**src/sv/commit_gap_leash_estimator_macros.svh**
```systemverilog
// Assertion macros shared by the commit gap leash estimator RTL.
// Included by modules that carry concurrent assertions; no other dependencies.
`ifndef COMMIT_GAP_LEASH_ESTIMATOR_MACROS_SVH
`define COMMIT_GAP_LEASH_ESTIMATOR_MACROS_SVH

// Property that must hold on every clock edge out of reset
`define CGLE_ASSERT_ALWAYS(label, clk, rst_n, expr, msg) \
    label: assert property (@(posedge clk) disable iff (!rst_n) (expr)) else $error(msg);

// Same-cycle implication
`define CGLE_ASSERT_IMPLY(label, clk, rst_n, ante, cons, msg) \
    label: assert property (@(posedge clk) disable iff (!rst_n) (ante) |-> (cons)) \
        else $error(msg);

// Next-cycle implication
`define CGLE_ASSERT_NEXT(label, clk, rst_n, ante, cons, msg) \
    label: assert property (@(posedge clk) disable iff (!rst_n) (ante) |=> (cons)) \
        else $error(msg);

`endif

```
**src/sv/cgle_pkg.sv**
```systemverilog
// Shared types and fixed field widths for the commit gap leash estimator.
// No dependencies; imported by the gap cell and the top level.
`timescale 1ns / 1ps

package cgle_pkg;

    // Field widths of the commit and result transactions
    localparam int TS_W    = 32;
    localparam int AVG_W   = 32;
    localparam int LEASH_W = 35;

    // What one gap cell hands to its right-hand neighbor
    typedef struct packed {
        logic            gt;   // incoming gap beats this cell's entry
        logic [TS_W-1:0] val;  // entry currently held
    } cgle_link_t;

endpackage

```
**src/sv/cgle_gap_cell.sv**
```systemverilog
// One cell of the descending top-gap list.
// Depends on cgle_pkg for the neighbor link type.
`timescale 1ns / 1ps

module cgle_gap_cell (
    input  logic                     clk,
    input  logic                     rst_n,
    input  logic                     en,
    input  logic                     clear,
    input  logic [cgle_pkg::TS_W-1:0] gap,
    input  cgle_pkg::cgle_link_t     left,
    output cgle_pkg::cgle_link_t     link
);
    import cgle_pkg::*;

    logic [TS_W-1:0] val_reg;
    logic [TS_W-1:0] val_next;
    logic            gt;

    // Ties go behind equal entries: strict compare
    assign gt = (gap > val_reg);

    // Take the gap at the insert point, shift in from the left past it; clear empties the cell
    always_comb
    begin
        if (clear)
        begin
            val_next = '0;
        end
        else if (gt)
        begin
            val_next = left.gt ? left.val : gap;
        end
        else
        begin
            val_next = val_reg;
        end
    end

    always_ff @(posedge clk or negedge rst_n)
    begin
        if (!rst_n)
        begin
            val_reg <= '0;
        end
        else if (en)
        begin
            val_reg <= val_next;
        end
    end

    assign link.gt  = gt;
    assign link.val = val_reg;

endmodule

```
**src/sv/cgle_const_div.sv**
```systemverilog
// Two-stage divide by a constant: reciprocal multiply in 16-bit chunks, then
// combine and shift. Self-contained, no package dependency.
`timescale 1ns / 1ps

module cgle_const_div #(
    parameter int X_W     = 32,
    parameter int DIVISOR = 16
) (
    input  logic           clk,
    input  logic           pp_en,
    input  logic           q_en,
    input  logic [X_W-1:0] x,
    output logic [X_W-1:0] q
);
    // floor(x/D) = (x*M) >> (X_W+L), M = floor(2^(X_W+L)/D)+1, L = ceil(log2 D)
    localparam int          L      = $clog2(DIVISOR);
    localparam int          M_W    = X_W + 2;
    localparam logic [63:0] M64    = ((64'd1 << (X_W + L)) / 64'(DIVISOR)) + 64'd1;
    localparam logic [M_W-1:0] M   = M64[M_W-1:0];
    localparam int          CH_W   = 16;
    localparam int          NCH    = (X_W + CH_W - 1) / CH_W;
    localparam int          PAD_W  = NCH * CH_W;
    localparam int          PP_W   = CH_W + M_W;
    localparam int          PROD_W = PAD_W + M_W;
    localparam int          SHIFT  = X_W + L;

    logic [PAD_W-1:0]  x_pad;
    logic [PP_W-1:0]   pp_reg [NCH];
    logic [PROD_W-1:0] prod;
    logic [X_W-1:0]    q_reg;
    logic [X_W-1:0]    q_next;

    assign x_pad = PAD_W'(x);

    // Partial products, one per chunk
    always_ff @(posedge clk)
    begin
        if (pp_en)
        begin
            for (int c = 0; c < NCH; c++)
            begin
                pp_reg[c] <= PP_W'(x_pad[c*CH_W +: CH_W]) * PP_W'(M);
            end
        end
    end

    // Recombine and drop the fraction
    always_comb
    begin
        prod = '0;
        for (int c = 0; c < NCH; c++)
        begin
            prod = prod + (PROD_W'(pp_reg[c]) << (c * CH_W));
        end
        q_next = X_W'(prod >> SHIFT);
    end

    always_ff @(posedge clk)
    begin
        if (q_en)
        begin
            q_reg <= q_next;
        end
    end

    assign q = q_reg;

endmodule

```
**src/sv/commit_gap_leash_estimator.sv**
```systemverilog
// Commit gap leash estimator: six-stage pipeline, one commit per cycle sustained
// unless result_stall holds it. A result passes stages a to e and the output
// register; each stage holds one transaction and moves on as soon as the stage
// after it frees up. The top-gap list is a row of cells updated once per commit.
// Reset (rst_n low, asynchronous) clears counters, timestamps and the gap list,
// sets the average spacing to 1 and enables the estimator; no clearing pass.
`timescale 1ns / 1ps
`include "commit_gap_leash_estimator_macros.svh"

module commit_gap_leash_estimator #(
    parameter int TOP_GAPS       = 8,
    parameter int SPACING_PERIOD = 16,
    parameter int GAP_WINDOW     = 32,
    parameter int IGNORED_TOP    = 2,
    parameter int AVERAGED_GAPS  = 6,
    parameter int TS_BITS        = 32
) (
    input  logic                         clk,
    input  logic                         rst_n,
    // configuration
    input  logic                         cfg_write_en,
    input  logic                         cfg_write_data,
    // commit channel
    input  logic                         commit_valid,
    output logic                         commit_stall,
    input  logic [cgle_pkg::TS_W-1:0]    commit_timestamp,
    // result channel
    output logic                         result_valid,
    input  logic                         result_stall,
    output logic                         sparsity_update,
    output logic [cgle_pkg::AVG_W-1:0]   avg_sparsity,
    output logic                         leash_update,
    output logic [cgle_pkg::LEASH_W-1:0] time_leash
);
    import cgle_pkg::*;

    localparam int TS_USED  = (TS_BITS < TS_W) ? TS_BITS : TS_W;
    localparam logic [TS_W-1:0] TS_MASK = {TS_W{1'b1}} >> (TS_W - TS_USED);
    localparam int SP_CNT_W = (SPACING_PERIOD > 1) ? $clog2(SPACING_PERIOD) : 1;
    localparam int GW_CNT_W = (GAP_WINDOW > 1) ? $clog2(GAP_WINDOW) : 1;
    localparam logic [SP_CNT_W-1:0] SP_LAST = SP_CNT_W'(SPACING_PERIOD - 1);
    localparam logic [GW_CNT_W-1:0] GW_LAST = GW_CNT_W'(GAP_WINDOW - 1);
    localparam int SUM_W    = TS_W + $clog2(TOP_GAPS);
    localparam int MUL_W    = SUM_W + $clog2(TOP_GAPS + 1);

    // ------------------------------------------------------------------
    // Stage handshake: a stage takes a transaction when it is empty or
    // the stage after it is moving
    // ------------------------------------------------------------------
    logic a_vld_reg, b_vld_reg, c_vld_reg, d_vld_reg, e_vld_reg, out_vld_reg;
    logic rdy1, rdy2, rdy3, rdy4, rdy5, rdy6;
    logic ld1, ld2, ld3, ld4, ld5, ld6;

    assign rdy6 = !out_vld_reg || !result_stall;
    assign rdy5 = !e_vld_reg || rdy6;
    assign rdy4 = !d_vld_reg || rdy5;
    assign rdy3 = !c_vld_reg || rdy4;
    assign rdy2 = !b_vld_reg || rdy3;
    assign rdy1 = !a_vld_reg || rdy2;

    assign ld1 = commit_valid && rdy1;
    assign ld2 = a_vld_reg && rdy2;
    assign ld3 = b_vld_reg && rdy3;
    assign ld4 = c_vld_reg && rdy4;
    assign ld5 = d_vld_reg && rdy5;
    assign ld6 = e_vld_reg && rdy6;

    assign commit_stall = !rdy1;
    assign result_valid = out_vld_reg;

    always_ff @(posedge clk or negedge rst_n)
    begin
        if (!rst_n)
        begin
            a_vld_reg   <= 1'b0;
            b_vld_reg   <= 1'b0;
            c_vld_reg   <= 1'b0;
            d_vld_reg   <= 1'b0;
            e_vld_reg   <= 1'b0;
            out_vld_reg <= 1'b0;
        end
        else
        begin
            if (rdy1) a_vld_reg   <= commit_valid;
            if (rdy2) b_vld_reg   <= a_vld_reg;
            if (rdy3) c_vld_reg   <= b_vld_reg;
            if (rdy4) d_vld_reg   <= c_vld_reg;
            if (rdy5) e_vld_reg   <= d_vld_reg;
            if (rdy6) out_vld_reg <= e_vld_reg;
        end
    end

    // ------------------------------------------------------------------
    // Enable register
    // ------------------------------------------------------------------
    logic adaptive_enable_reg;

    always_ff @(posedge clk or negedge rst_n)
    begin
        if (!rst_n)
        begin
            adaptive_enable_reg <= 1'b1;
        end
        else if (cfg_write_en)
        begin
            adaptive_enable_reg <= cfg_write_data;
        end
    end

    // ------------------------------------------------------------------
    // Stage 1: counters, span and gap
    // ------------------------------------------------------------------
    logic [SP_CNT_W-1:0] sp_cnt_reg, sp_cnt_next;
    logic [GW_CNT_W-1:0] gw_cnt_reg, gw_cnt_next;
    logic [TS_W-1:0]     sp_start_reg, sp_start_next;
    logic [TS_W-1:0]     prev_ts_reg, prev_ts_next;
    logic [TS_W-1:0]     ts;
    logic                sp_hit, gw_hit;
    logic                a_supd_reg, a_supd_next;
    logic                a_lend_reg, a_lend_next;
    logic [TS_W-1:0]     a_span_reg, a_span_next;
    logic [TS_W-1:0]     a_gap_reg, a_gap_next;

    assign ts     = commit_timestamp & TS_MASK;
    assign sp_hit = (sp_cnt_reg == SP_LAST);
    assign gw_hit = (gw_cnt_reg == GW_LAST);

    always_comb
    begin
        sp_cnt_next   = sp_cnt_reg;
        gw_cnt_next   = gw_cnt_reg;
        sp_start_next = sp_start_reg;
        prev_ts_next  = prev_ts_reg;
        a_supd_next   = 1'b0;
        a_lend_next   = 1'b0;
        // negative span clamps to an average of 1, same as a zero quotient
        a_span_next   = (ts >= sp_start_reg) ? (ts - sp_start_reg) : '0;
        // a zero gap never enters the list, so disabled commits carry one
        a_gap_next    = '0;
        if (adaptive_enable_reg)
        begin
            sp_cnt_next  = sp_hit ? '0 : sp_cnt_reg + 1'b1;
            gw_cnt_next  = gw_hit ? '0 : gw_cnt_reg + 1'b1;
            prev_ts_next = ts;
            a_supd_next  = sp_hit;
            a_lend_next  = gw_hit;
            a_gap_next   = (ts >= prev_ts_reg) ? (ts - prev_ts_reg) : '0;
            if (sp_hit)
            begin
                sp_start_next = ts;
            end
        end
    end

    always_ff @(posedge clk or negedge rst_n)
    begin
        if (!rst_n)
        begin
            sp_cnt_reg   <= '0;
            gw_cnt_reg   <= '0;
            sp_start_reg <= '0;
            prev_ts_reg  <= '0;
        end
        else if (ld1)
        begin
            sp_cnt_reg   <= sp_cnt_next;
            gw_cnt_reg   <= gw_cnt_next;
            sp_start_reg <= sp_start_next;
            prev_ts_reg  <= prev_ts_next;
        end
    end

    always_ff @(posedge clk)
    begin
        if (ld1)
        begin
            a_supd_reg <= a_supd_next;
            a_lend_reg <= a_lend_next;
            a_span_reg <= a_span_next;
            a_gap_reg  <= a_gap_next;
        end
    end

    // ------------------------------------------------------------------
    // Stage 2: sorted insert across the cell row; tail entry/exit values
    // ------------------------------------------------------------------
    cgle_link_t      link [TOP_GAPS];
    cgle_link_t      head_link;
    logic [TS_W-1:0] tail_in, tail_out;

    assign head_link.gt  = 1'b0;
    assign head_link.val = a_gap_reg;

    for (genvar i = 0; i < TOP_GAPS; i++)
    begin : g_cell
        if (i == 0)
        begin : g_head
            cgle_gap_cell u_cell (
                .clk   (clk),
                .rst_n (rst_n),
                .en    (ld2),
                .clear (a_lend_reg),
                .gap   (a_gap_reg),
                .left  (head_link),
                .link  (link[i])
            );
        end
        else
        begin : g_body
            cgle_gap_cell u_cell (
                .clk   (clk),
                .rst_n (rst_n),
                .en    (ld2),
                .clear (a_lend_reg),
                .gap   (a_gap_reg),
                .left  (link[i-1]),
                .link  (link[i])
            );
        end
    end

    // Value entering the averaged tail and value falling off the end
    if (IGNORED_TOP == 0)
    begin : g_tail_all
        assign tail_in  = link[TOP_GAPS-1].gt ? a_gap_reg : '0;
        assign tail_out = link[TOP_GAPS-1].gt ? link[TOP_GAPS-1].val : '0;
    end
    else if (IGNORED_TOP < TOP_GAPS)
    begin : g_tail_part
        assign tail_in  = !link[TOP_GAPS-1].gt ? '0 :
                          link[IGNORED_TOP-1].gt ? link[IGNORED_TOP-1].val : a_gap_reg;
        assign tail_out = link[TOP_GAPS-1].gt ? link[TOP_GAPS-1].val : '0;
    end
    else
    begin : g_tail_none
        assign tail_in  = '0;
        assign tail_out = '0;
    end

    logic            b_supd_reg, b_lend_reg;
    logic [TS_W-1:0] b_tin_reg, b_tout_reg;

    always_ff @(posedge clk)
    begin
        if (ld2)
        begin
            b_supd_reg <= a_supd_reg;
            b_lend_reg <= a_lend_reg;
            b_tin_reg  <= tail_in;
            b_tout_reg <= tail_out;
        end
    end

    // spacing divide: partial products at stage 2, quotient at stage 3
    logic [TS_W-1:0] sp_q;

    cgle_const_div #(
        .X_W     (TS_W),
        .DIVISOR (SPACING_PERIOD)
    ) u_sp_div (
        .clk   (clk),
        .pp_en (ld2),
        .q_en  (ld3),
        .x     (a_span_reg),
        .q     (sp_q)
    );

    // ------------------------------------------------------------------
    // Stage 3: running sum of the averaged tail
    // ------------------------------------------------------------------
    logic [SUM_W-1:0] tail_sum_reg, tail_sum_next;
    logic [SUM_W-1:0] sum_now;
    logic             c_supd_reg, c_lend_reg;
    logic [SUM_W-1:0] c_total_reg;

    assign sum_now       = tail_sum_reg + SUM_W'(b_tin_reg) - SUM_W'(b_tout_reg);
    assign tail_sum_next = b_lend_reg ? '0 : sum_now;

    always_ff @(posedge clk or negedge rst_n)
    begin
        if (!rst_n)
        begin
            tail_sum_reg <= '0;
        end
        else if (ld3)
        begin
            tail_sum_reg <= tail_sum_next;
        end
    end

    always_ff @(posedge clk)
    begin
        if (ld3)
        begin
            c_supd_reg  <= b_supd_reg;
            c_lend_reg  <= b_lend_reg;
            c_total_reg <= b_lend_reg ? sum_now : '0;
        end
    end

    // ------------------------------------------------------------------
    // Stages 4-5: clamp average, divide tail sum by the averaged count
    // ------------------------------------------------------------------
    logic             d_supd_reg, d_lend_reg;
    logic [AVG_W-1:0] d_avg_reg;
    logic             e_supd_reg, e_lend_reg;
    logic [AVG_W-1:0] e_avg_reg;
    logic [SUM_W-1:0] lq;

    cgle_const_div #(
        .X_W     (SUM_W),
        .DIVISOR (AVERAGED_GAPS)
    ) u_leash_div (
        .clk   (clk),
        .pp_en (ld4),
        .q_en  (ld5),
        .x     (c_total_reg),
        .q     (lq)
    );

    always_ff @(posedge clk)
    begin
        if (ld4)
        begin
            d_supd_reg <= c_supd_reg;
            d_lend_reg <= c_lend_reg;
            d_avg_reg  <= (sp_q == '0) ? AVG_W'(1) : AVG_W'(sp_q);
        end
        if (ld5)
        begin
            e_supd_reg <= d_supd_reg;
            e_lend_reg <= d_lend_reg;
            e_avg_reg  <= d_avg_reg;
        end
    end

    // ------------------------------------------------------------------
    // Stage 6: output register; holds the current average spacing
    // ------------------------------------------------------------------
    logic [MUL_W-1:0]   leash_full;
    logic [AVG_W-1:0]   avg_sparsity_reg, avg_sparsity_next;
    logic               out_supd_reg, out_lupd_reg;
    logic [LEASH_W-1:0] time_leash_reg, time_leash_next;

    assign leash_full        = MUL_W'(lq) * MUL_W'(TOP_GAPS);
    assign avg_sparsity_next = e_supd_reg ? e_avg_reg : avg_sparsity_reg;
    assign time_leash_next   = e_lend_reg ? leash_full[LEASH_W-1:0] : '0;

    always_ff @(posedge clk or negedge rst_n)
    begin
        if (!rst_n)
        begin
            avg_sparsity_reg <= AVG_W'(1);
        end
        else if (ld6)
        begin
            avg_sparsity_reg <= avg_sparsity_next;
        end
    end

    always_ff @(posedge clk)
    begin
        if (ld6)
        begin
            out_supd_reg   <= e_supd_reg;
            out_lupd_reg   <= e_lend_reg;
            time_leash_reg <= time_leash_next;
        end
    end

    assign sparsity_update = out_supd_reg;
    assign avg_sparsity    = avg_sparsity_reg;
    assign leash_update    = out_lupd_reg;
    assign time_leash      = time_leash_reg;

    // ------------------------------------------------------------------
    // Checks
    // ------------------------------------------------------------------
    logic gaps_ordered;

    always_comb
    begin
        gaps_ordered = 1'b1;
        for (int i = 0; i < TOP_GAPS - 1; i++)
        begin
            if (link[i].val < link[i+1].val)
            begin
                gaps_ordered = 1'b0;
            end
        end
    end

    `CGLE_ASSERT_ALWAYS(a_gaps_sorted, clk, rst_n, gaps_ordered, "gap list out of order")
    `CGLE_ASSERT_ALWAYS(a_avg_nonzero, clk, rst_n, avg_sparsity_reg != '0, "zero average")
    `CGLE_ASSERT_NEXT(a_avg_held, clk, rst_n, ld6 && !e_supd_reg, $stable(avg_sparsity_reg), "avg moved without update")
    `CGLE_ASSERT_NEXT(a_tail_cleared, clk, rst_n, ld3 && b_lend_reg, tail_sum_reg == '0, "tail sum not cleared")
    `CGLE_ASSERT_IMPLY(a_empty_takes, clk, rst_n, !a_vld_reg, !commit_stall, "stall with empty first stage")

endmodule
```
**config.mk**
```make
export PLATFORM = sky130hd
export DESIGN_NAME = commit_gap_leash_estimator
export DESIGN_NICKNAME = d
export VERILOG_FILES = /design/src/sv/cgle_pkg.sv /design/src/sv/cgle_gap_cell.sv /design/src/sv/cgle_const_div.sv /design/src/sv/commit_gap_leash_estimator.sv
export VERILOG_INCLUDE_DIRS = /design/src /design/src/sv
export SDC_FILE = /design/constraint.sdc
export NUM_CORES = 2
export LEC_CHECK = 0
export ABC_AREA = 1
export BUFFER_PORTS_ARGS = -buffer_cell sky130_fd_sc_hd__buf_2
export CORE_MARGIN = 2
export CORE_UTILIZATION = 55
export CTS_BUF_LIST = sky130_fd_sc_hd__clkbuf_8
export CTS_CLUSTER_DIAMETER = 40
export DETAILED_ROUTE_END_ITERATION = 8
export PLACE_DENSITY = 0.84
export REMOVE_ABC_BUFFERS = 1
export SYNTH_ARGS = -nofsm -noshare
export SYNTH_HDL_FRONTEND = slang
export SYNTH_SLANG_ARGS = --single-unit
```
**constraint.sdc**
```tcl
create_clock -name clk -period 7.94 [get_ports clk]
set_clock_uncertainty 0.1 [all_clocks]
set_input_delay 1.191 -clock clk [delete_from_list [all_inputs] [get_ports clk]]
set_output_delay 1.191 -clock clk [all_outputs]
set_load 0.005 [all_outputs]
```
==> metrics.cfg <==
[outcome]
status = complete, no violations

[layout]
seq_area_sq_um = 23700
multi_input_area_sq_um = 34100
drive_above_1_share_pct = 6.56
layoutNonFillerInstCount = 9581
nFillCells = 9901
nNetsFinal = 8887
largest_reg_flops = 224
syn_to_final_growth_pct = 7.76

[worst_setup_path]
cp-startpoint = c_total_reg[19]
worstPathMaxFanout = 13
critPathMaxStageDelay_ns = 0.64
r2r_setup_slack_ns = 1.61
r2r-start = c_total_reg[19]
ff2ff_path_depth = 19
reg2reg_to = u_leash_div.pp_reg[0][101]
cp-end-kind = flop
critPathLaunchType = flop
crit_arrival_ns = 6.84
cp_slowest_cell = ha_1
critPathKind = reg -> reg
required_ns = 8.44
path_common_cell = fa_1
path_cells = ha_1, inv_1, fa_1, inv_1, fa_1, inv_1, fa_1, fa_1, inv_1, fa_1, ha_1, nand2_1, o21ai_0, a21o_1, a21oi_1, nand2_1, nand2_1, nand3_1, nand2_1

[sta]
worst_slew_pin_slew_ns = 1.28
period_minus_slack_ns = 6.33
setup-violations-final = 0
slew_violations = 0
finalHoldViolCount = 0
rsz0062_at_grt = no
fmax_mhz = 158
period_share_pct = 79.7
slew_headroom_pct = 14.2
tns_ns = 0

[synthesis]
async_flop_share_pct = 46.7
ys_types = 56
postSynthAreaPerCell_sq_um = 8.08
synth.top_cell.area_share_pct = 21.6
synthCells = 7862
synth-seq-cells = 855
syn_area_sq_um = 63500
synth-seq-area-share_pct = 37.3
yosysTopAreaCell = edfxtp_1
synth_flop_cell = edfxtp_1
synth_edf_count = 456
yosys_warnings = 0
synth.area.top_cells = edfxtp_1 22%, dfrtp_1 16%, nand2_1 14%
synth_commonest_cells = 2437 x nand2_1, 1184 x inv_1, 691 x ha_1
synth.most_common_cell = nand2_1

[clock_tree]
clockBufferDepth = 3
post_cts_buffers = 0
clk_pin_slew_worst_paths_ns = 0.07
clock-root-buffer = clkbuf_8
insertion_delay_ns = 0.88
cts_resized = 0
tritoncts = built
cts_hold_buf = 0
cts.sinks = 855
cts_made_buffers = 153
htree_num_levels = 4

[global_route]
grt.total_usage_pct = 29.3
grt_max_degree = 147
grt_pass1_vias = 52000
grt_pass1_wl_microns = 274000
antenna_found_initial = 4
grt.overflow.total = 0

[drt]
wl_microns = 172000
vias_per_cell = 5.48
drc = 0
vias = 52500
wire_per_inst_microns = 17.9
firstDrtPassIters = 7
drtIter0Drc = 4962
ant_nets = 0

[place]
place_inst = 9299
port_buffers = 101
dp_hpwl_microns = 130000
gp_congestion = 0.982

[floorplanning]
start_util_pct = 55.5
fp.dieH_microns = 344
dieArea_sq_um = 118000
dieWidth_microns = 344
rows = 124
pin_count = 109
core-area_sq_um = 115000

[worst_hold_path]
hp-class = in -> async

[run]
maxCapViolCount = 0

-- routing by layer --
| layer | share of wire [%] | GRT usage (%) | routed length [microns] | vias up |
|---|---|---|---|---|
| met5 | 0.015 | 0 | 26 | - |
| met4 | 4.4 | 12.4 | 7510 | 4 |
| met3 | 8.5 | 5.65 | 14600 | 491 |
| met2 | 46 | 47.4 | 78100 | 2152 |
| met1 | 42 | 38.6 | 71300 | 24500 |
| li1 | - | - | - | 25400 |
-- worst max-delay path, delay by kind of cell, from the launching register on --
family                   cells  cell delay [ns]
buffers and inverters        4             0.40
AND/OR/NAND/NOR              5             0.96
flip-flops                   1             0.45
AO/OA/AOI/OAI                3             0.47
adder cells (fa/ha/maj)      7             3.67
-- logic make-up after synthesis --
| kind of cell | synth area share, % |
|---|---|
| and+or+nand+nor | 23.6 |
| AOI/OAI and AO/OA | 7.45 |
| other | 0.00590 |
| xor gates and xnor gates | 1.71 |
| adders and majority gates | 20.4 |
| buffers and inverters | 9.06 |
| DFF | 37.3 |
| muxes | 0.496 |
-- layout by cell type, fill, tap and decap left out, drive strengths merged, types with 39 or more instances in the layout --
master  Yosys  routed
nand4      49      49
nand3     427     427
nand3b     46      46
buf       154     156
inv      1209    1266
xor2       90      90
nor2      548     548
o21ai     228     228
clkbuf     83     174
a21oi     462     462
ha        691     691
clkinv      4      39
nor3       54      54
edfxtp    456     456
fa        216     216
dfrtp     397     397
nand2    2482    2482
-- final cells by class --
class / count / share of cell area (%)
Antenna cell: 2 / 0.00731
Clock buffer: 174 / 3.50
Clock inverter: 106 / 1.20
Inverter: 1213 / 6.66
Multi-Input combinational cell: 5563 / 49.9
Sequential cell: 855 / 34.6
Tap cell: 1512 / 2.76
Timing Repair Buffer: 156 / 1.41
-- stage by stage --
stage	hold WS [ns]	utilization (%)	setup WS, ns	instance area (sq um)
finish	0.249	59.8	1.61	68400
global route	0.295	59.8	1.17	68400
CTS	0.241	59.8	1.58	68400
detailed placement	0.305	57.0	1.60	65200
global placement	0.301	57.0	1.75	65200
floorplan	0.300	-	-0.922	62300
-- worst max-delay path by stage --
stage | end | cells after the start | slack (ns)
after floorplan | d_avg_reg[0] | 3 | -0.92
after global placement | u_leash_div.pp_reg[0][99] | 19 | 1.75
after detailed placement | u_leash_div.pp_reg[0][101] | 19 | 1.60
after CTS | u_leash_div.pp_reg[0][101] | 19 | 1.58
after global routing | u_leash_div.pp_reg[0][91] | 19 | 1.17
final | u_leash_div.pp_reg[0][101] | 19 | 1.61
Power is not shown: default switching activity piles up to over one toggle a cycle in this logic, so the estimate is an artifact.
